--- src/hw/rtl/gac_ram.sv ---
// Generic simple dual-port RAM: one write port, one read port, registered read.
// Stand-alone; no package needed.
module gac_ram #(
  parameter int WIDTH = 32,
  parameter int DEPTH = 64
) (
  input  logic                     clk,
  input  logic                     we,
  input  logic [$clog2(DEPTH)-1:0] waddr,
  input  logic [WIDTH-1:0]         wdata,
  input  logic [$clog2(DEPTH)-1:0] raddr,
  output logic [WIDTH-1:0]         rdata
);

  logic [WIDTH-1:0] mem [DEPTH];

  // Write and registered read.
  always_ff @(posedge clk) begin
    if (we) begin
      mem[waddr] <= wdata;
    end
    rdata <= mem[raddr];
  end

endmodule

--- config.mk ---
export PLATFORM = sky130hd
export DESIGN_NAME = gac_ram
export DESIGN_NICKNAME = d
export VERILOG_FILES = /design/src/hw/rtl/gac_ram.sv
export SDC_FILE = /design/constraint.sdc
export NUM_CORES = 2
export LEC_CHECK = 0
export ABC_AREA = 1
export BUFFER_PORTS_ARGS = -buffer_cell sky130_fd_sc_hd__buf_2
export CAP_MARGIN = 20
export CORE_MARGIN = 1.5
export CORE_UTILIZATION = 35
export CTS_BUF_LIST = sky130_fd_sc_hd__clkbuf_8
export CTS_CLUSTER_SIZE = 24
export DETAILED_ROUTE_END_ITERATION = 6
export PLACE_DENSITY_LB_ADDON = 0.3
export SYNTH_ARGS = -nofsm -noshare
export SYNTH_HDL_FRONTEND = slang
export SYNTH_SLANG_ARGS = --single-unit
--- constraint.sdc ---
create_clock -name clk -period 6.1 [get_ports clk]
set_input_delay 0.61 -clock clk [delete_from_list [all_inputs] [get_ports clk]]
set_output_delay 0.61 -clock clk [all_outputs]
set_load 0.01 [all_outputs]
**After elaboration in Yosys (flattened, before gate mapping)**

Memories as Yosys holds them, arrays and structs flattened. A register that Yosys moved wholly into a read port is not among the register bits.
Index checks and enable logic that the tools add are counted.

- Register bits after elaboration: 0
- Memory bits (writable): 2048
- Bits of input ports: 46
- Word-level logic and storage cells: 3
- Memories: 1

- Muxes and demuxes: 2

Memory list:

| memory | depth | bits a word | read ports | clocked after Yosys merged registers in | write ports | line | source |
|---|---|---|---|---|---|---|---|
| mem | 64 | 32 | 1 | 1 | 1 | 15 | `logic [WIDTH-1:0] mem [DEPTH];` |

Operators by type and width:

| cell | count |
|---|---|
| $mux W1 | 2 |

**Longest topological paths before layout**

- Word-level depth: 2
- Gate-level depth with buffers: 13

**Worst setup path before layout**

Ideal clock, no wire load.

- Path kind: input port to flip-flop
- Start point: input port we
- End point: memory mem[48][0], enable pin
- Library setup time: 0.502 ns
- Arrival time: 4.238 ns
- Path slack: 1.360 ns
- Stages on the path: 3
- Path buffers: 1
- Cell sequence: clkbuf_1 nand4_1 nor4_1

- Longest elaborated chain between the ends: 2

Ends and longest elaborated chain:

| what | line | source |
|---|---|---|
| from (decl) | 8 | `input logic we,` |
| $mux W1 | 19 | `if (we) begin` |
| $mux W1 (not written as such) | 20 | `mem[waddr] <= wdata;` |
| to (decl) | 15 |  |

No other way between the ends.

**Worst setup path in the final report**

- Start point: input port waddr[2]
- End point: memory mem[33][7], enable pin

RTL lines:

| what | line | source |
|---|---|---|
| from (decl) | 9 | `input logic [$clog2(DEPTH)-1:0] waddr,` |

Straight into the memory's write port.

==> run summary <==
DRT iter0 DRCs = 6267
Syn-to-layout area delta = 12.6%
Largest net degree at the start of global routing = 240
CP delay by family, top = simple AND/OR/NAND/NOR gates
Crit path capture type = register
PortBufs = 77
Worst-Skew Late Latency = 1050 ps
Critical path fanouts, max = 18
Fin crit period = 2940 ps
Dominant cell type by area after synthesis = edfxtp_1
Status = complete, no violations
Max Cap Violations = 0
Net switching fraction of the power = 24.4%
Worst slack, placed = 2150 ps
Max clock buf depth = 4
Final instance area = 0.0932 mm2
Min-Delay Path Depth = 1
Clk root buf = clkbuf_8
Power share of the sequential group = 54.7%
Slew Viols, Final = 0
Critical path buffers and inverters = 3
Fillers = 22300
Dpl hpwl = 134 mm
Postcts setup bufs = 0
Routed Antenna Nets = 0
CTS Buf Count = 354
Worst path slowest cell = nor2_4
GRT Util Overall = 21.1%
#FFs+latches synth = 2080
Share of the synthesized area in the top cell type = 74.3%
GPL Wtd Cong = 0.837
Crit path cell chain = buf_2 > inv_1 > nand4_1 > nor2_4 > buf_4
Slew at the pin with the worst max-slew slack = 1310 ps
P_int = 22000 uW
Num rows = 178
Hold WC Path Type = in2reg
Vias in the first global route = 52800
Final hold vios = 0
CP Depth = 5
Post-synth top cells = 2248 x nand2_1, 2048 x edfxtp_1, 1907 x nand3_1, 282 x buf_2, 77 x clkbuf_1
Crit path DAT = 3610 ps
Switch Pwr = 7080 uW
Placed instance area = 0.0869 mm2
Clock transition at path regs = 60 ps
Critical path class = in2reg
Avg Cell Area, Syn = 12.2 um2
Post-synth cell types = 16
Hold endpoint = mem[22][22]$_DFFE_PP_
Primary FF master, synth = edfxtp_1
Post-synthesis sequential area ratio = 75.1%
TNS Setup = 0 ps
Syn_nets = 6815
Initial Util = 35.2%
Post-cts resize count = 0
CTS tree = built
Pleak = 0.0328 uW
Synth top area cells = edfxtp_1 74%, nand3_1 12%, nand2_1 10%
Via count = 54800
WL per Instance = 24.8 um
Layout cell share with drive strength beyond 1 = 9.82%
Ys async rst share = 0%
R2R cell count = 8
Yosys warning total = 0
Rel. slew slack = 12.9%
Clock power frac = 38.8%
Mapped Area = 0.0827 mm2
Setup violators final = 0
Worst setup margin = 3160 ps
Worst R2R Setup Slack = 4340 ps
Reg-to-Reg End = rdata[28]$_DFF_P_
Hold wc startpoint = wdata[22]
Via-per-instance ratio = 5.31
Maximum clock skew at final layout = 67.9 ps
H-tree levels = 5
Launch point of the worst reg-to-reg path = mem[6][28]$_DFFE_PP_
Non-Filler Instances = 10300
Power per cell area = 312 mW/mm2
Fmax achieved = 0.340 GHz
Die Wd = 489 um
Logic pwr share = 6.5%
CP required = 6770 ps
Syn Inst Count = 6769
Initial antenna violation count = 24
Final worst-path cycle share = 48.2%
CP peak stage delay = 1100 ps
Unrepaired setup endpoints after global routing = no
Die ar. = 0.239 mm2
Clock sinks = 2080
Ports = 78
Number of synthesized flops with an enable pin = 2048
CTS Hold Bufs = 0
Drt drc = 0
First-pass GRT wire length = 369 mm
Total gr overflow = 0
TritonRoute pass-1 iters = 6
Core Box Area = 0.235 mm2
Dpl cells = 9698
Startpoint types = input pin
Die H = 489 um
VDD IR max = 0.243 mV
Final WL = 256 mm
Layout Nets = 6955
Count leader, synth = nand2_1
logic make-up (layout without fill, tap and decap cells):
kind of cell	count (synthesis)	in the layout	share of synthesized area, %
buf+inv	461	861	2.78
flops	2080	2080	75.1
other cells	0	7	0
simple gates	4228	4228	22.1
state kept, by name, summed over array words and instances, names as in the netlist:
register,count
mem,2048
rdata,32
metrics by stage:
stage | util, % | hold slack [ps] | power, uW
floorplan | - | 709 | 17100
global placement | 36.9 | 804 | 18100
global route | 39.6 | 168 | 30000
finish | 39.6 | 197 | 29100
detailed placement | 37.0 | 803 | 18100
CTS | 39.6 | 107 | 29300
layout make-up:
cell class	count	area [um2]	area share (%)
diodes	7	17.5	0.0188
clock inverters	242	1020	1.10
multi-input cells	4228	18800	20.2
flip-flops and latches	2080	62100	66.7
inverters	12	81.3	0.0873
well taps	3150	3940	4.23
repair buffers	233	2030	2.18
clock buffers	374	5150	5.52
worst max-delay path by stage:
stage | slack [ps] | start | end
finish | 3160 | waddr[2] | mem[33][7]$_DFFE_PP_
global placement | 2130 | waddr[0] | mem[14][14]$_DFFE_PP_
detailed placement | 2150 | waddr[2] | mem[33][12]$_DFFE_PP_
CTS | 3250 | waddr[2] | mem[33][7]$_DFFE_PP_
global route | 3200 | waddr[2] | mem[33][7]$_DFFE_PP_
floorplan | 1360 | we | mem[48][0]$_DFFE_PP_
layout by cell type, fill, tap and decap left out, drive strengths merged:
master    count
clkinv      107
clkbuf      374
edfxtp     2048
diode         7
buf         233
inv         142
dfxtp        32
nand4         9
nor2         56
nand3      1907
nor4          8
bufinv        3
clkinvlp      2
nand2      2248
metal layers:
layer | global-route usage [%] | up-vias | share of wire [%] | routed length [um]
li1 | - | 24500 | - | -
met1 | 28.4 | 27400 | 41 | 106000
met2 | 33.4 | 2434 | 47 | 120000
met3 | 3.50 | 461 | 7.8 | 19900
met4 | 9.39 | 10 | 4.3 | 11100
met5 | 0 | - | 0.026 | 66
power by group through the flow:
stage               sequential (uW)  clock, uW  combinational (uW)
floorplan                     16200          0                 972
global placement              16200          0                1870
detailed placement            16200          0                1890
CTS                           15900      11500                1890
global route                  15900      12000                2030
finish                        15900      11300                1890
No activity file was read; power rests on OpenSTA's default activity.
