==> src/hw/rtl/gac_pkg.sv <==
// Package for the complex Gabor analysis block: word types, codes and sizes,
// the cosine polynomial and the Q15 rounding helper.
// Used by every module of the block but the RAM, and by its checker.
package gac_pkg;

  localparam int MAX_SIGNAL   = 4096;
  localparam int MAX_WINDOW   = 1024;
  localparam int MAX_CHANNELS = 64;
  localparam int SAMPLE_WIDTH = 16;

  localparam int SIG_AW  = $clog2(MAX_SIGNAL);
  localparam int WIN_AW  = $clog2(MAX_WINDOW);
  localparam int CH_AW   = $clog2(MAX_CHANNELS);
  localparam int FOLD_W  = 28;
  localparam int ACC_W   = 36;
  localparam int OUT_W   = 40;

  localparam int DIV_NUM_W = 37;
  localparam int DIV_DEN_W = 13;
  localparam int DIV_REM_W = 12;
  localparam int DIV_CNT_W = 6;

  // Operation codes of an input word.
  localparam logic [1:0] OP_WIN   = 2'd0;
  localparam logic [1:0] OP_SIG   = 2'd1;
  localparam logic [1:0] OP_FRAME = 2'd2;

  // Configuration register indexes.
  localparam logic [1:0] CFG_HOP      = 2'd0;
  localparam logic [1:0] CFG_CHANNELS = 2'd1;
  localparam logic [1:0] CFG_WIN_LEN  = 2'd2;
  localparam logic [1:0] CFG_SIG_LEN  = 2'd3;

  localparam logic [2:0] COS_TOP = 3'd5;

  typedef struct packed {
    logic [1:0]                     operation;
    logic [11:0]                    index;
    logic signed [SAMPLE_WIDTH-1:0] value_re;
    logic signed [SAMPLE_WIDTH-1:0] value_im;
  } item_t;

  typedef struct packed {
    logic signed [OUT_W-1:0] coef_re;
    logic signed [OUT_W-1:0] coef_im;
    logic [5:0]              bin;
    logic                    last;
  } coef_t;

  typedef struct packed {
    logic                 start;
    logic [DIV_NUM_W-1:0] num;
    logic [DIV_DEN_W-1:0] den;
  } div_req_t;

  typedef struct packed {
    logic                 done;
    logic [DIV_NUM_W-1:0] quot;
    logic [DIV_REM_W-1:0] rem;
  } div_rsp_t;

  // Q30 coefficients of the quarter-wave cosine polynomial in w = z*z.
  function automatic logic signed [31:0] cos_coef(input logic [2:0] i);
    logic signed [31:0] c;
    case (i)
      3'd0: c = 32'sd1073741824;
      3'd1: c = -32'sd1324675879;
      3'd2: c = 32'sd272375560;
      3'd3: c = -32'sd22401992;
      3'd4: c = 32'sd987048;
      3'd5: c = -32'sd27061;
      default: c = 32'sd0;
    endcase
    return c;
  endfunction

  // Q30 to Q15, rounded half away from zero and limited to +-32767.
  function automatic logic signed [15:0] to_q15(input logic signed [32:0] v);
    logic [32:0] mag;
    logic [32:0] r;
    mag = v[32] ? 33'(-v) : v;
    r = (mag + 33'd16384) >> 15;
    if (r > 33'd32767) begin
      r = 33'd32767;
    end
    return v[32] ? -16'(r) : 16'(r);
  endfunction

endpackage

==> src/hw/rtl/gac_div.sv <==
// Restoring divider, one quotient bit per cycle, shared by the frame sequencer.
// Depends on gac_pkg for the request and response words.
module gac_div import gac_pkg::*; (
  input  logic     clk,
  input  logic     rst,
  input  div_req_t req,
  output div_rsp_t rsp
);

  logic                 busy;
  logic                 done;
  logic [DIV_CNT_W-1:0] cnt;
  logic [DIV_NUM_W-1:0] quot;
  logic [DIV_REM_W-1:0] rem;
  logic [DIV_DEN_W-1:0] den;
  logic [DIV_DEN_W-1:0] trial;
  logic                 ge;

  // Shift the next dividend bit into the partial remainder and compare.
  assign trial = {rem, quot[DIV_NUM_W-1]};
  assign ge    = trial >= den;

  // Control: busy flag, bit counter and completion pulse.
  always_ff @(posedge clk) begin
    if (rst) begin
      busy <= 1'b0;
      done <= 1'b0;
      cnt  <= '0;
    end else begin
      done <= 1'b0;
      if (req.start) begin
        busy <= 1'b1;
        cnt  <= '0;
      end else if (busy) begin
        cnt <= cnt + 1'b1;
        if (cnt == DIV_CNT_W'(DIV_NUM_W - 1)) begin
          busy <= 1'b0;
          done <= 1'b1;
        end
      end
    end
  end

  // Data path: quotient shifts in from the right as the dividend leaves.
  always_ff @(posedge clk) begin
    if (req.start) begin
      quot <= req.num;
      rem  <= '0;
      den  <= req.den;
    end else if (busy) begin
      quot <= {quot[DIV_NUM_W-2:0], ge};
      rem  <= ge ? DIV_REM_W'(trial - den) : trial[DIV_REM_W-1:0];
    end
  end

  assign rsp = '{done: done, quot: quot, rem: rem};

endmodule

==> config.mk <==
export PLATFORM = sky130hd
export DESIGN_NAME = gac_div
export DESIGN_NICKNAME = d
export VERILOG_FILES = /design/src/hw/rtl/gac_pkg.sv /design/src/hw/rtl/gac_div.sv
export SDC_FILE = /design/constraint.sdc
export NUM_CORES = 1
export LEC_CHECK = 0
export BUFFER_PORTS_ARGS = -buffer_cell sky130_fd_sc_hd__buf_2
export CAP_MARGIN = 40
export CELL_PAD_IN_SITES_DETAIL_PLACEMENT = 0
export CELL_PAD_IN_SITES_GLOBAL_PLACEMENT = 2
export CORE_UTILIZATION = 36
export CTS_CLUSTER_DIAMETER = 80
export CTS_CLUSTER_SIZE = 40
export DETAILED_ROUTE_END_ITERATION = 8
export GPL_TIMING_DRIVEN = 0
export PLACE_DENSITY = 0.81
export SKIP_CTS_REPAIR_TIMING = 1
export SYNTH_ARGS = -nofsm -noshare
export SYNTH_HDL_FRONTEND = slang
export SYNTH_SLANG_ARGS = --single-unit
==> constraint.sdc <==
create_clock -name clk -period 5.45 [get_ports clk]
set_clock_uncertainty 0.1 [all_clocks]
set_input_delay 0.545 -clock clk [delete_from_list [all_inputs] [get_ports clk]]
set_output_delay 0.545 -clock clk [all_outputs]
set_load 0.005 [all_outputs]
# Word-level counts from Yosys, hierarchy flattened
# Index checks and enable logic that the tools add are counted.
# W data, S select, Z words.
# totals
register_bits,70
inputBits,53
out_inout_bits,50
elab_cells,21
# op_classes
addsub,2
order_cmp,1
n_eq_ne,1
n_mux,7
n_bitwise,1
n_reduce_logical,3
# op_table
operator,count
$mux W37,2
$ge A13 B13 Y1,1
$mux W12,1
$sub A12 B12 Y12,1
$add A6 B1 Y6 const B,1
$eq A6 B6 Y1 const B,1
$mux W1,4
$reduce_or A3 Y1,1
$reduce_bool A2 Y1,1
$reduce_or A2 Y1,1
$not A1 Y1,1

# Depth between registers and ports, before layout
# Gate-level depths: netlist of run 1.
# depth
depth_word,4
depth_mapped,9
mapped_depth_nobuf,9

# Worst setup path before layout of run 1
# No wires, ideal clock.
# synth_timing
kind,flip-flop to flip-flop
start,register den[1]
end,register quot[0] (data pin)
setup_time_ps,260
arrival_time_ps,2080
required_ps,5090
path_slack_ps,3011
path_stages_with_launch,9
n_path_buf,1
period_less_slack_ps,2439
path_cell_list,edfxtp_1 -> inv_1 -> ha_1 -> nor2b_1 -> o2111ai_1 -> a21oi_2 -> or3_4 -> buf_12 -> mux2_2
# synth_via
elab_chain_cells,3
# synth_lines
element,line,text
from (decl),gac_div.sv:15,logic [DIV_DEN_W-1:0] den;
from (signal assigned),gac_div.sv:49,den <= req.den;
$ge A13 B13 Y1,gac_div.sv:21,assign ge = trial >= den;
$mux W37,gac_div.sv:50,end else if (busy) begin
$mux W37,gac_div.sv:46,if (req.start) begin
to (signal assigned),gac_div.sv:47,quot <= req.num;
to (signal assigned),gac_div.sv:51,"quot <= {quot[DIV_NUM_W-2:0], ge};"
to (decl),gac_div.sv:13,logic [DIV_NUM_W-1:0] quot;
# Every way passes these cells. The select of a mux whose other input is x is not followed.
# A chain may end at the register's enable or synchronous reset.

# Worst setup path in the final report of run 1
# layout_timing
start,register den[1]
end,register rem[11]
# layout_via
elab_chain_cells,2
elab_cells_between_ends,3
classes_between,1 x add/sub; 1 x order compare; 1 x mux
# layout_lines
element,line,text
$sub A12 B12 Y12 / $ge A13 B13 Y1 (equally long branches),"gac_div.sv:52, gac_div.sv:21",
$mux W12 (*),gac_div.sv:52,rem <= ge ? DIV_REM_W'(trial - den) : trial[DIV_REM_W-1:0];
to (signal assigned),gac_div.sv:52,
to (decl),gac_div.sv:14,logic [DIV_REM_W-1:0] rem;
# Mark *: on every way between the ends. The rest lies on a longest branch, timed or not.

==> impl_metrics.csv, run 1 <==
group,metric,value,unit
sta,timing_max_transition_violations_final,0,
pwr,vdd_ir_drop_max,0.148,mV
outcome,outcome,"completed",
placement,port_buffers,102,
final_layout,nNetsFinal,466,
global_route,grt_remaining_overflow,0,
sta,final.min_clock_period,2.71,ns
final_layout,antenna_cells,0,
clocking,clock_pin_slew_on_the_worst_setup_and_hold_paths,0.09,ns
placement,gp_congestion,0.807,
floorplanning,floorplan.io_pins,103,
global_route,antenna_found_initial,0,
pwr,power_density,308,mW/mm2
floorplanning,dieWidth,100,um
final_layout,num-fill-cells,870,
synthesis,synthesis.area,0.00349,mm2
worst_setup_path,r2r_start,"den[1]",
detailed_routing,totalWireLength,7840,um
global_route,grt_max_degree,38,
placement,post_place_instance_area,0.00418,mm2
sta,grt_setup_unrepaired,"false",
floorplanning,initial_core_utilization,37.4,%
clocking,clock_tree_from_tritoncts,"yes",
worst_setup_path,timing.critical_path.slowest_stage_cell,"sky130_fd_sc_hd__nor3_2",
clocking,root_buffer,"sky130_fd_sc_hd__clkbuf_8",
synthesis,synth_warnings,0,
worst_setup_path,required_time_of_the_critical_path,5.59,ns
floorplanning,die_h,100,um
detailed_routing,drt_drc_violations_left,0,
sta,final_sum_of_negative_setup_slack,0,ns
min_path,timing.hold.worst.start,"rst",
worst_setup_path,crit_family,"compound AO/OA/AOI/OAI gates",
placement,hpwlAfterDp,5670,um
synthesis,yosysTopAreaCell,"sky130_fd_sc_hd__edfxtp_1",
detailed_routing,drt_iter0_drc,91,
synthesis,synth_seq_area_share,54.5,%
sta,hold_violations,0,
worst_setup_path,critPathMaxStageDelay,0.54,ns
floorplanning,die_area,0.0101,mm2
worst_setup_path,r2r_cells,8,
clocking,clock_tree.htree_level_count,3,
sta,period_utilization,49.8,%
synthesis,synth_enable_flop_cells,50,
worst_setup_path,critical_path.startpoint,"den[1]",
worst_setup_path,crit_path_cell_trace,"inv_1 > ha_1 > nor2b_1 > o2111ai_1 > a21oi_2 > nor3_2 > nor3_1 > a221o_1",
worst_setup_path,timing_worst_setup_path_type,"register to register",
global_route,first_global_vias,2487,
worst_setup_path,path_max_fanout,7,
clocking,cts.path.max_buffers,2,
synthesis,synth.distinct_cells,50,
worst_setup_path,timing.critical_path.from_type,"register",
floorplanning,core_area,0.00933,mm2
worst_setup_path,crit_path_capture_type,"register",
worst_setup_path,cp.arrival,2.85,ns
sta,final-setup-viol-count,0,
final_layout,final_area,0.00440,mm2
synthesis,netlist.area_leader.share,43.0,%
floorplanning,std_cell_rows,35,
worst_setup_path,crit-reg2reg-capture,"rem[11]",
global_route,grt_resource_usage_total,16.6,%
detailed_routing,viasPerCell,4.81,
worst_setup_path,cp_num_buf_inv,1,
synthesis,synthArstFlopShare,0,%
min_path,holdCritPathClass,"primary input to register",
sta,transition_at_the_pin_with_the_smallest_max_transition_slack,0.622,ns
detailed_routing,drtAntennaViolNets,0,
final_layout,synthToLayoutAreaGrowth,26.1,%
detailed_routing,detail_route.first_pass.iterations,4,
synthesis,synth.area.top_cells,"sky130_fd_sc_hd__edfxtp_1, sky130_fd_sc_hd__mux2_2, sky130_fd_sc_hd__dfxtp_1",
clocking,worst_skew_pair.late_latency,0.35,ns
clocking,cts-buffers-inserted,9,
detailed_routing,routed-via-count,2554,
worst_setup_path,timing.critical_path.to,"rem[11]",
worst_setup_path,setup.reg_to_reg.worst_slack,2.74,ns
sta,fmax,369,MHz
synthesis,syn-num-nets,352,
run,maxCapViolations,0,
synthesis,dominantRegCellSynth,"sky130_fd_sc_hd__edfxtp_1",
worst_setup_path,worst-path-stages,8,
synthesis,syn-instance-count,283,
pwr,leakage,1.84,nW
clocking,cts_num_sinks,70,
global_route,grt_first_pass_wirelength,12700,um
synthesis,synth.ff_latch_count,70,
sta,slew_headroom,58.3,%
final_layout,final_layout_size_suffix_gt1_share,41.8,%
synthesis,syn_area_per_cell,12.3,um2
detailed_routing,detail_route.wl_per_cell,14.8,um
## logic make-up (layout without fill, tap and decap cells)
family	count (synthesis)	after routing	synth area share, %
compound gates	44	44	9.57
xor+xnor	11	11	2.76
fa+ha+maj	16	16	5.95
buf+inv	30	149	3.80
flops	70	70	54.5
mux	42	42	13.4
simple gates	70	70	10.1
## flip-flops by register name, summed over array words and instances, names as in the netlist
signal / cells
quot: 37
den: 13
rem: 12
cnt: 6
busy: 1
done: 1
## worst min-delay path by stage
stage / to / slack, ns / depth (start not counted)
after floorplan: cnt[5] / 0.36 / 2
after global placement: cnt[5] / 0.38 / 2
after detailed placement: cnt[5] / 0.38 / 2
after CTS: busy / 0.23 / 2
after global routing: busy / 0.24 / 2
final: busy / 0.25 / 2
## Yosys cell counts, drive strengths merged, types with 3 or more instances
cell type and instances:
edfxtp 50, mux2 37, dfxtp 20, nor2 20
inv 18, nand2 17, ha 15, a21oi 10
clkbuf 9, nor3 6, xor2 6, a211oi 5
mux2i 5, nand3 5, o21ai 5, xnor2 5
a311oi 4, nand4 4, or2 4, or3 4
a21o 3, a31oi 3, buf 3
## layout make-up
cell class / instances / area (um2) / share of cell area, %
clock inverter: 7 / 96.3 / 2.19
tap: 129 / 161 / 3.67
buffer: 12 / 65.1 / 1.48
clock buffer: 9 / 124 / 2.81
inverter: 18 / 67.6 / 1.53
timing repair buffer: 103 / 531 / 12.0
sequential: 70 / 1900 / 43.2
multi-input combinational: 183 / 1460 / 33.1
## stage by stage
stage	power (mW)	hold slack [ns]	instances	util, %	worst slack (ns)
2_1_floorplan	0.804	0.358	283	-	3.01
3_3_place_gp	0.893	0.375	514	44.6	2.41
3_5_place_dp	0.898	0.383	515	44.8	2.74
4_1_cts	1.37	0.234	531	47.2	2.71
5_1_grt	1.43	0.240	531	47.2	2.56
6_report	1.36	0.249	531	47.2	2.74
## power by group
group / switching [mW] / total, mW / leakage, nW / internal [mW]
combinational: 0.118 / 0.234 / 1.07 / 0.117
sequential: 0.0250 / 0.649 / 0.663 / 0.624
clock: 0.214 / 0.473 / 0.114 / 0.259
## routing by layer
layer,vias to the layer above,GRT usage [%],wire (um)
met3,4,7.00,668
met5,-,0,0
met1,1190,22.2,3630
met4,0,5.35,51
li1,1279,-,-
met2,81,24.4,3490
## placed cells by master (no fill, tap or decap), types with 3 or more instances in the layout
cell / instances
sky130_fd_sc_hd__buf_2: 102
sky130_fd_sc_hd__edfxtp_1: 50
sky130_fd_sc_hd__mux2_2: 37
sky130_fd_sc_hd__nor2_1: 20
sky130_fd_sc_hd__dfxtp_1: 20
sky130_fd_sc_hd__inv_1: 18
sky130_fd_sc_hd__nand2_1: 17
sky130_fd_sc_hd__ha_1: 15
sky130_fd_sc_hd__clkbuf_1: 9
sky130_fd_sc_hd__a21oi_1: 9
sky130_fd_sc_hd__clkbuf_8: 9
sky130_fd_sc_hd__xor2_1: 6
sky130_fd_sc_hd__nand3_1: 5
sky130_fd_sc_hd__xnor2_1: 5
sky130_fd_sc_hd__mux2i_1: 5
sky130_fd_sc_hd__a211oi_1: 5
sky130_fd_sc_hd__nor3_1: 4
sky130_fd_sc_hd__o21ai_0: 4
sky130_fd_sc_hd__nand4_1: 4
sky130_fd_sc_hd__a21o_1: 3
sky130_fd_sc_hd__or3_1: 3
sky130_fd_sc_hd__or2_2: 3
sky130_fd_sc_hd__a311oi_1: 3
No activity file was read; power rests on OpenSTA's default activity.
==> inputs of run 2 (changes only) <==
- ABC_AREA: default -> 1
- CORE_UTILIZATION: 36 -> 30
- PLACE_DENSITY: 0.81 -> 0.76
- clock period: 5.45 -> 2.7 ns (I/O delays scaled with it)
==> impl_metrics.csv, run 2 <==
group,metric,value,unit
placement,gp_congestion,0.798,
clocking,clock_pin_slew_on_the_worst_setup_and_hold_paths,0.06,ns
clocking,cts_num_sinks,70,
placement,port_buffers,102,
sta,final.min_clock_period,2.24,ns
worst_setup_path,path_max_fanout,37,
detailed_routing,routed-via-count,3234,
synthesis,yosysTopAreaCell,"sky130_fd_sc_hd__edfxtp_1",
sta,final-setup-viol-count,0,
pwr,leakage,2.44,nW
synthesis,synth_compound_area_share,2.52,%
clocking,cts-buffers-inserted,9,
final_layout,layout.cells.non_filler,743,
final_layout,nNetsFinal,638,
clocking,worst_skew_pair.late_latency,0.33,ns
synthesis,synth.ff_latch_count,70,
worst_setup_path,crit_path_capture_type,"register",
clocking,clock_tree_from_tritoncts,"yes",
placement,hpwlAfterDp,7380,um
worst_setup_path,crit_top_cell,"sky130_fd_sc_hd__clkbuf_1",
global_route,grt_max_degree,38,
run,maxCapViolations,0,
floorplanning,initial_core_utilization,30.9,%
synthesis,synth.distinct_cells,28,
synthesis,dominant_combinational_cell_family_by_area_after_synthesis,"simple AND/OR/NAND/NOR gates",
sta,fmax,446,MHz
worst_setup_path,timing.critical_path.from_type,"primary input",
clocking,cts.path.max_buffers,2,
worst_setup_path,timing.critical_path.slowest_stage_cell,"sky130_fd_sc_hd__clkbuf_1",
synthesis,synth_enable_flop_cells,50,
detailed_routing,viasPerCell,4.35,
worst_setup_path,timing_worst_setup_path_type,"primary input to register",
synthesis,synth_warnings,0,
synthesis,synth_common_cells,"sky130_fd_sc_hd__nand2_1, sky130_fd_sc_hd__inv_1, sky130_fd_sc_hd__edfxtp_1",
worst_setup_path,required_time_of_the_critical_path,2.55,ns
placement,post_place_cells,726,
synthesis,synth.area.top_cells,"sky130_fd_sc_hd__edfxtp_1, sky130_fd_sc_hd__nand2_1, sky130_fd_sc_hd__dfxtp_1",
synthesis,syn_area_per_cell,8.17,um2
clocking,root_buffer,"sky130_fd_sc_hd__clkbuf_16",
sta,final_sum_of_negative_setup_slack,0,ns
synthesis,synthArstFlopShare,0,%
floorplanning,die_h,113,um
worst_setup_path,critPathMaxStageDelay,0.51,ns
synthesis,synth_xor_area_share,1.17,%
worst_setup_path,crit_path_cell_trace,"buf_2 > clkbuf_1 > nor2_1 > clkbuf_1 > inv_2",
clocking,clock_tree.htree_level_count,3,
worst_setup_path,cp.arrival,2.09,ns
final_layout,final_layout_size_suffix_gt1_share,24.4,%
synthesis,syn-instance-count,456,
global_route,antenna_found_initial,1,
detailed_routing,drtAntennaViolNets,0,
final_layout,layout_top_registers,"quot x37, den x13, rem x12",
synthesis,netlist.area_leader.share,40.3,%
outcome,outcome,"completed",
global_route,first_global_vias,3282,
detailed_routing,detail_route.wl_per_cell,13.2,um
detailed_routing,totalWireLength,9770,um
final_layout,regMostFlops,"quot",
floorplanning,std_cell_rows,40,
synthesis,synthAdderAreaFrac,5.57,%
synthesis,dominantRegCellSynth,"sky130_fd_sc_hd__edfxtp_1",
final_layout,most_frequent_standard_cell_in_the_layout_excluding_fill_and_tap_cells,"sky130_fd_sc_hd__nand2_1",
final_layout,num-fill-cells,1276,
min_path,holdCritPathClass,"primary input to register",
synthesis,post_synth_and_or_nand_nor_area_fraction,31.4,%
floorplanning,core_area,0.0121,mm2
final_layout,synthToLayoutAreaGrowth,28.4,%
floorplanning,floorplan.io_pins,103,
sta,period_utilization,83.0,%
synthesis,proportion_of_synthesized_area_in_mux_cells,0,%
pwr,power_density,622,mW/mm2
synthesis,synthesis.area,0.00373,mm2
synthesis,syn-num-nets,525,
sta,grt_setup_unrepaired,"false",
synthesis,synth_seq_area_share,51.0,%
global_route,grt_remaining_overflow,0,
floorplanning,die_area,0.0129,mm2
pwr,vdd_ir_drop_max,0.301,mV
final_layout,final_cell_mix,"sky130_fd_sc_hd__nand2_1, sky130_fd_sc_hd__buf_2, sky130_fd_sc_hd__inv_1",
sta,slew_headroom,46.6,%
sta,hold_violations,0,
final_layout,largest_register_ff_count,37,
global_route,grt_first_pass_wirelength,16000,um
detailed_routing,drt_iter0_drc,101,
detailed_routing,detail_route.first_pass.iterations,6,
sta,transition_at_the_pin_with_the_smallest_max_transition_slack,0.801,ns
pwr,power,2.98,mW
sta,timing_max_transition_violations_final,0,
floorplanning,dieWidth,113,um
global_route,grt_resource_usage_total,16.0,%
detailed_routing,drt_drc_violations_left,0,
synthesis,yosysMostFrequentCell,"sky130_fd_sc_hd__nand2_1",
run 2: changes by cell type after synthesis, moves of 11 or more:
cell                      delta
sky130_fd_sc_hd__nand2_1   +182
sky130_fd_sc_hd__mux2_2     -37
sky130_fd_sc_hd__nand4_1    +11
sky130_fd_sc_hd__nand3_1    +18
sky130_fd_sc_hd__inv_1      +41
run 2: routing by layer:
layer	routed length, um	global-route usage, %	vias to the layer above	share of wire (%)
met4	136	6.32	0	1.4
met3	729	5.10	12	7.5
met2	4540	26.4	82	46
met5	0	0	-	0
met1	4360	19.3	1466	45
li1	-	-	1674	-
run 2: report_power, final:
group	internal [mW]	switching (mW)	total [mW]
Sequential	1.25	0.0390	1.29
Combinational	0.132	0.193	0.325
Clock	0.898	0.471	1.37
run 2: final timing paths:
| path | depth (start not counted) | from | slack [ns] | end |
|---|---|---|---|---|
| setup / recovery | 5 | req[50] | 0.46 | quot[27] |
| hold / removal | 1 | req[11] | 0.01 | den[11] |
| setup reg to reg | 3 | busy | 0.51 | quot[27] |
| hold reg to reg | 2 | rem[11] | 0.38 | rem[11] |
run 2: critical path, delay by kind of cell:
family	cells	cell delay, ns
simple gates	1	0.35
buf+inv	4	1.44
run 2: stage by stage:
| step | hold slack [ns] | setup WS [ns] | cell area (um2) | utilization [%] |
|---|---|---|---|---|
| floorplan | 0.269 | 0.685 | 3730 | - |
| global placement | 0.347 | -0.437 | 4450 | 36.9 |
| detailed placement | 0.349 | 0.00448 | 4450 | 36.9 |
| CTS | 0.000505 | 0.366 | 4780 | 39.7 |
| global route | 0.00281 | 0.217 | 4780 | 39.7 |
| finish | 0.0130 | 0.459 | 4790 | 39.7 |
run 2: layout make-up:
type	instances	area, um2	area share, %
clock buffers	9	225	4.70
diodes	1	2.50	0.0523
flip-flops and latches	70	1900	39.7
inverters	60	225	4.70
plain buffers	15	83.8	1.75
repair buffers	102	510	10.7
multi-input cells	311	1520	31.7
well taps	168	210	4.39
clock inverters	7	111	2.33
run 2: cell families (layout without fill, tap and decap cells):
logic type      Yosys count  in the layout
compound gates           16             16
xor+xnor                  5              5
fa+ha+maj                16             16
buf+inv                  75            193
flops                    70             70
other cells               0              1
simple gates            274            274
==> inputs of run 3 (changes only) <==
- ABC_AREA: 1 -> 0
- CORE_UTILIZATION: 30 -> 33
- PLACE_DENSITY: 0.76 -> 0.75
- clock period: 2.7 -> 2.3 ns (I/O delays scaled with it)
==> impl_metrics.csv, run 3 (same netlist as run 1, synthesis figures left out) <==
group,metric,value,unit
detailed_routing,totalWireLength,8550,um
clocking,clock_pin_slew_on_the_worst_setup_and_hold_paths,0.08,ns
clocking,clock_tree_from_tritoncts,"yes",
clocking,worst_skew_pair.late_latency,0.34,ns
pwr,leakage,1.96,nW
sta,slew_headroom,56.9,%
detailed_routing,top_signal_layer_used,"met4",
floorplanning,core_area,0.0103,mm2
detailed_routing,wl_met2,3850,um
global_route,grt_first_pass_wirelength,13200,um
final_layout,most_frequent_standard_cell_in_the_layout_excluding_fill_and_tap_cells,"sky130_fd_sc_hd__buf_2",
final_layout,final_area,0.00485,mm2
outcome,outcome,"finished, violations left",
worst_setup_path,timing_worst_setup_path_type,"register to register",
sta,final-setup-viol-count,8,
clocking,cts-buffers-inserted,9,
final_layout,layout_top_registers,"quot x37, den x13, rem x12",
sta,transition_at_the_pin_with_the_smallest_max_transition_slack,0.646,ns
final_layout,antenna_cells,0,
placement,gp_congestion,0.734,
worst_setup_path,r2r_cells,8,
detailed_routing,viasPerCell,4.80,
global_route,grt_remaining_overflow,0,
pwr,power_density,652,mW/mm2
sta,grt_setup_unrepaired,"true",
final_layout,largest_register_ff_count,37,
worst_setup_path,required_time_of_the_critical_path,2.30,ns
detailed_routing,detail_route.wl_per_cell,15.2,um
global_route,first_global_vias,2595,
detailed_routing,routed-via-count,2709,
worst_setup_path,path_max_fanout,5,
min_path,whs_path_depth,2,
floorplanning,die_h,105,um
final_layout,synthToLayoutAreaGrowth,39.0,%
sta,fmax,413,MHz
sta,timing_max_transition_violations_final,0,
final_layout,nNetsFinal,492,
final_layout,final_cell_mix,"sky130_fd_sc_hd__buf_2, sky130_fd_sc_hd__edfxtp_1, sky130_fd_sc_hd__mux2_2",
detailed_routing,drtAntennaViolNets,0,
worst_setup_path,cp.arrival,2.42,ns
clocking,clock_tree.htree_level_count,3,
clocking,cts_num_sinks,70,
outcome,violated_checks,"setup timing",
placement,post_place_instance_area,0.00423,mm2
sta,setup_ws,-0.120,ns
floorplanning,std_cell_rows,37,
worst_setup_path,timing.critical_path.from_type,"register",
final_layout,regMostFlops,"quot",
detailed_routing,drt_iter0_drc,96,
detailed_routing,m1WireLength,4070,um
pwr,vdd_ir_drop_max,0.337,mV
min_path,holdCritPathClass,"primary input to register",
sta,final.hold.worst_slack,0.0802,ns
detailed_routing,drt_drc_violations_left,0,
worst_setup_path,crit_path_capture_type,"register",
floorplanning,dieWidth,105,um
placement,hpwlAfterDp,5880,um
clocking,cts.path.max_buffers,2,
floorplanning,initial_core_utilization,34.0,%
global_route,grt_max_degree,28,
placement,port_buffers,102,
detailed_routing,detail_route.first_pass.iterations,4,
final_layout,final_layout_size_suffix_gt1_share,49.3,%
detailed_routing,detailroute.wirelength.met3,529,um
clocking,root_buffer,"sky130_fd_sc_hd__clkbuf_8",
global_route,grt_resource_usage_total,15.4,%
placement,dp_worst_setup_slack,-0.246,ns
sta,period_utilization,105,%
floorplanning,die_area,0.0110,mm2
global_route,antenna_found_initial,0,
sta,final.min_clock_period,2.42,ns
sta,hold_violations,0,
pwr,power,3.16,mW
run,maxCapViolations,0,
floorplanning,floorplan.io_pins,103,
final_layout,fin_util,47.2,%
-- run 3: cell count changes in the layout (fill, tap and decap cells not counted), sizes merged, moves of 5 or more --
cell,before,now
nand2,203,17
a211oi,0,5
buf,110,117
xor2,1,6
mux2i,0,5
inv,61,19
nand3,28,5
dlygate4sd3,0,14
nand4,16,4
mux2,0,37
-- run 3: worst max-delay path: stages (launching register included) --
cell and delay, ns:
sky130_fd_sc_hd__edfxtp_1 0.40, sky130_fd_sc_hd__inv_2 0.08, sky130_fd_sc_hd__ha_4 0.21, sky130_fd_sc_hd__a21o_4 0.21, sky130_fd_sc_hd__a31oi_4 0.22, sky130_fd_sc_hd__a21oi_4 0.10
sky130_fd_sc_hd__or3_4 0.44, sky130_fd_sc_hd__buf_12 0.16, sky130_fd_sc_hd__mux2_2 0.25
-- run 3: cell type report --
| class | count | area [um2] |
|---|---|---|
| plain buffers | 12 | 66.3 |
| clock buffers | 9 | 124 |
| clock inverters | 7 | 50.0 |
| fillers | 1007 | 5430 |
| inverters | 18 | 67.6 |
| multi-input cells | 183 | 1680 |
| flip-flops and latches | 70 | 1900 |
| well taps | 136 | 170 |
| repair buffers | 129 | 791 |
-- run 3: path summary, 6_finish.rpt --
| path | startpoint | endpoint | slack, ns |
|---|---|---|---|
| max | den[4] | quot[0] | -0.12 |
| min reg2reg | cnt[5] | cnt[5] | 0.40 |
| max reg2reg | den[4] | quot[0] | -0.12 |
| min | req[38] | quot[25] | 0.08 |
-- run 3: where the power goes --
group / leakage (nW) / internal [mW] / switching (mW)
Combinational: 1.21 / 0.379 / 0.327
Clock: 0.0869 / 0.395 / 0.516
Sequential: 0.664 / 1.48 / 0.0667
-- run 3: metrics by stage --
stage | setup TNS (ns) | instances
final | -0.284 | 564
after global routing | -1.22 | 564
after CTS | -1.46 | 538
after detailed placement | -8.04 | 522
after global placement | -19.26 | 521
after floorplan | -0.0258 | 283
-- run 3: metal layers --
metal | up-vias | track usage (%)
met5 | - | 0
met4 | 0 | 5.13
met3 | 9 | 4.24
met2 | 89 | 24.2
met1 | 1281 | 20.4
li1 | 1330 | -
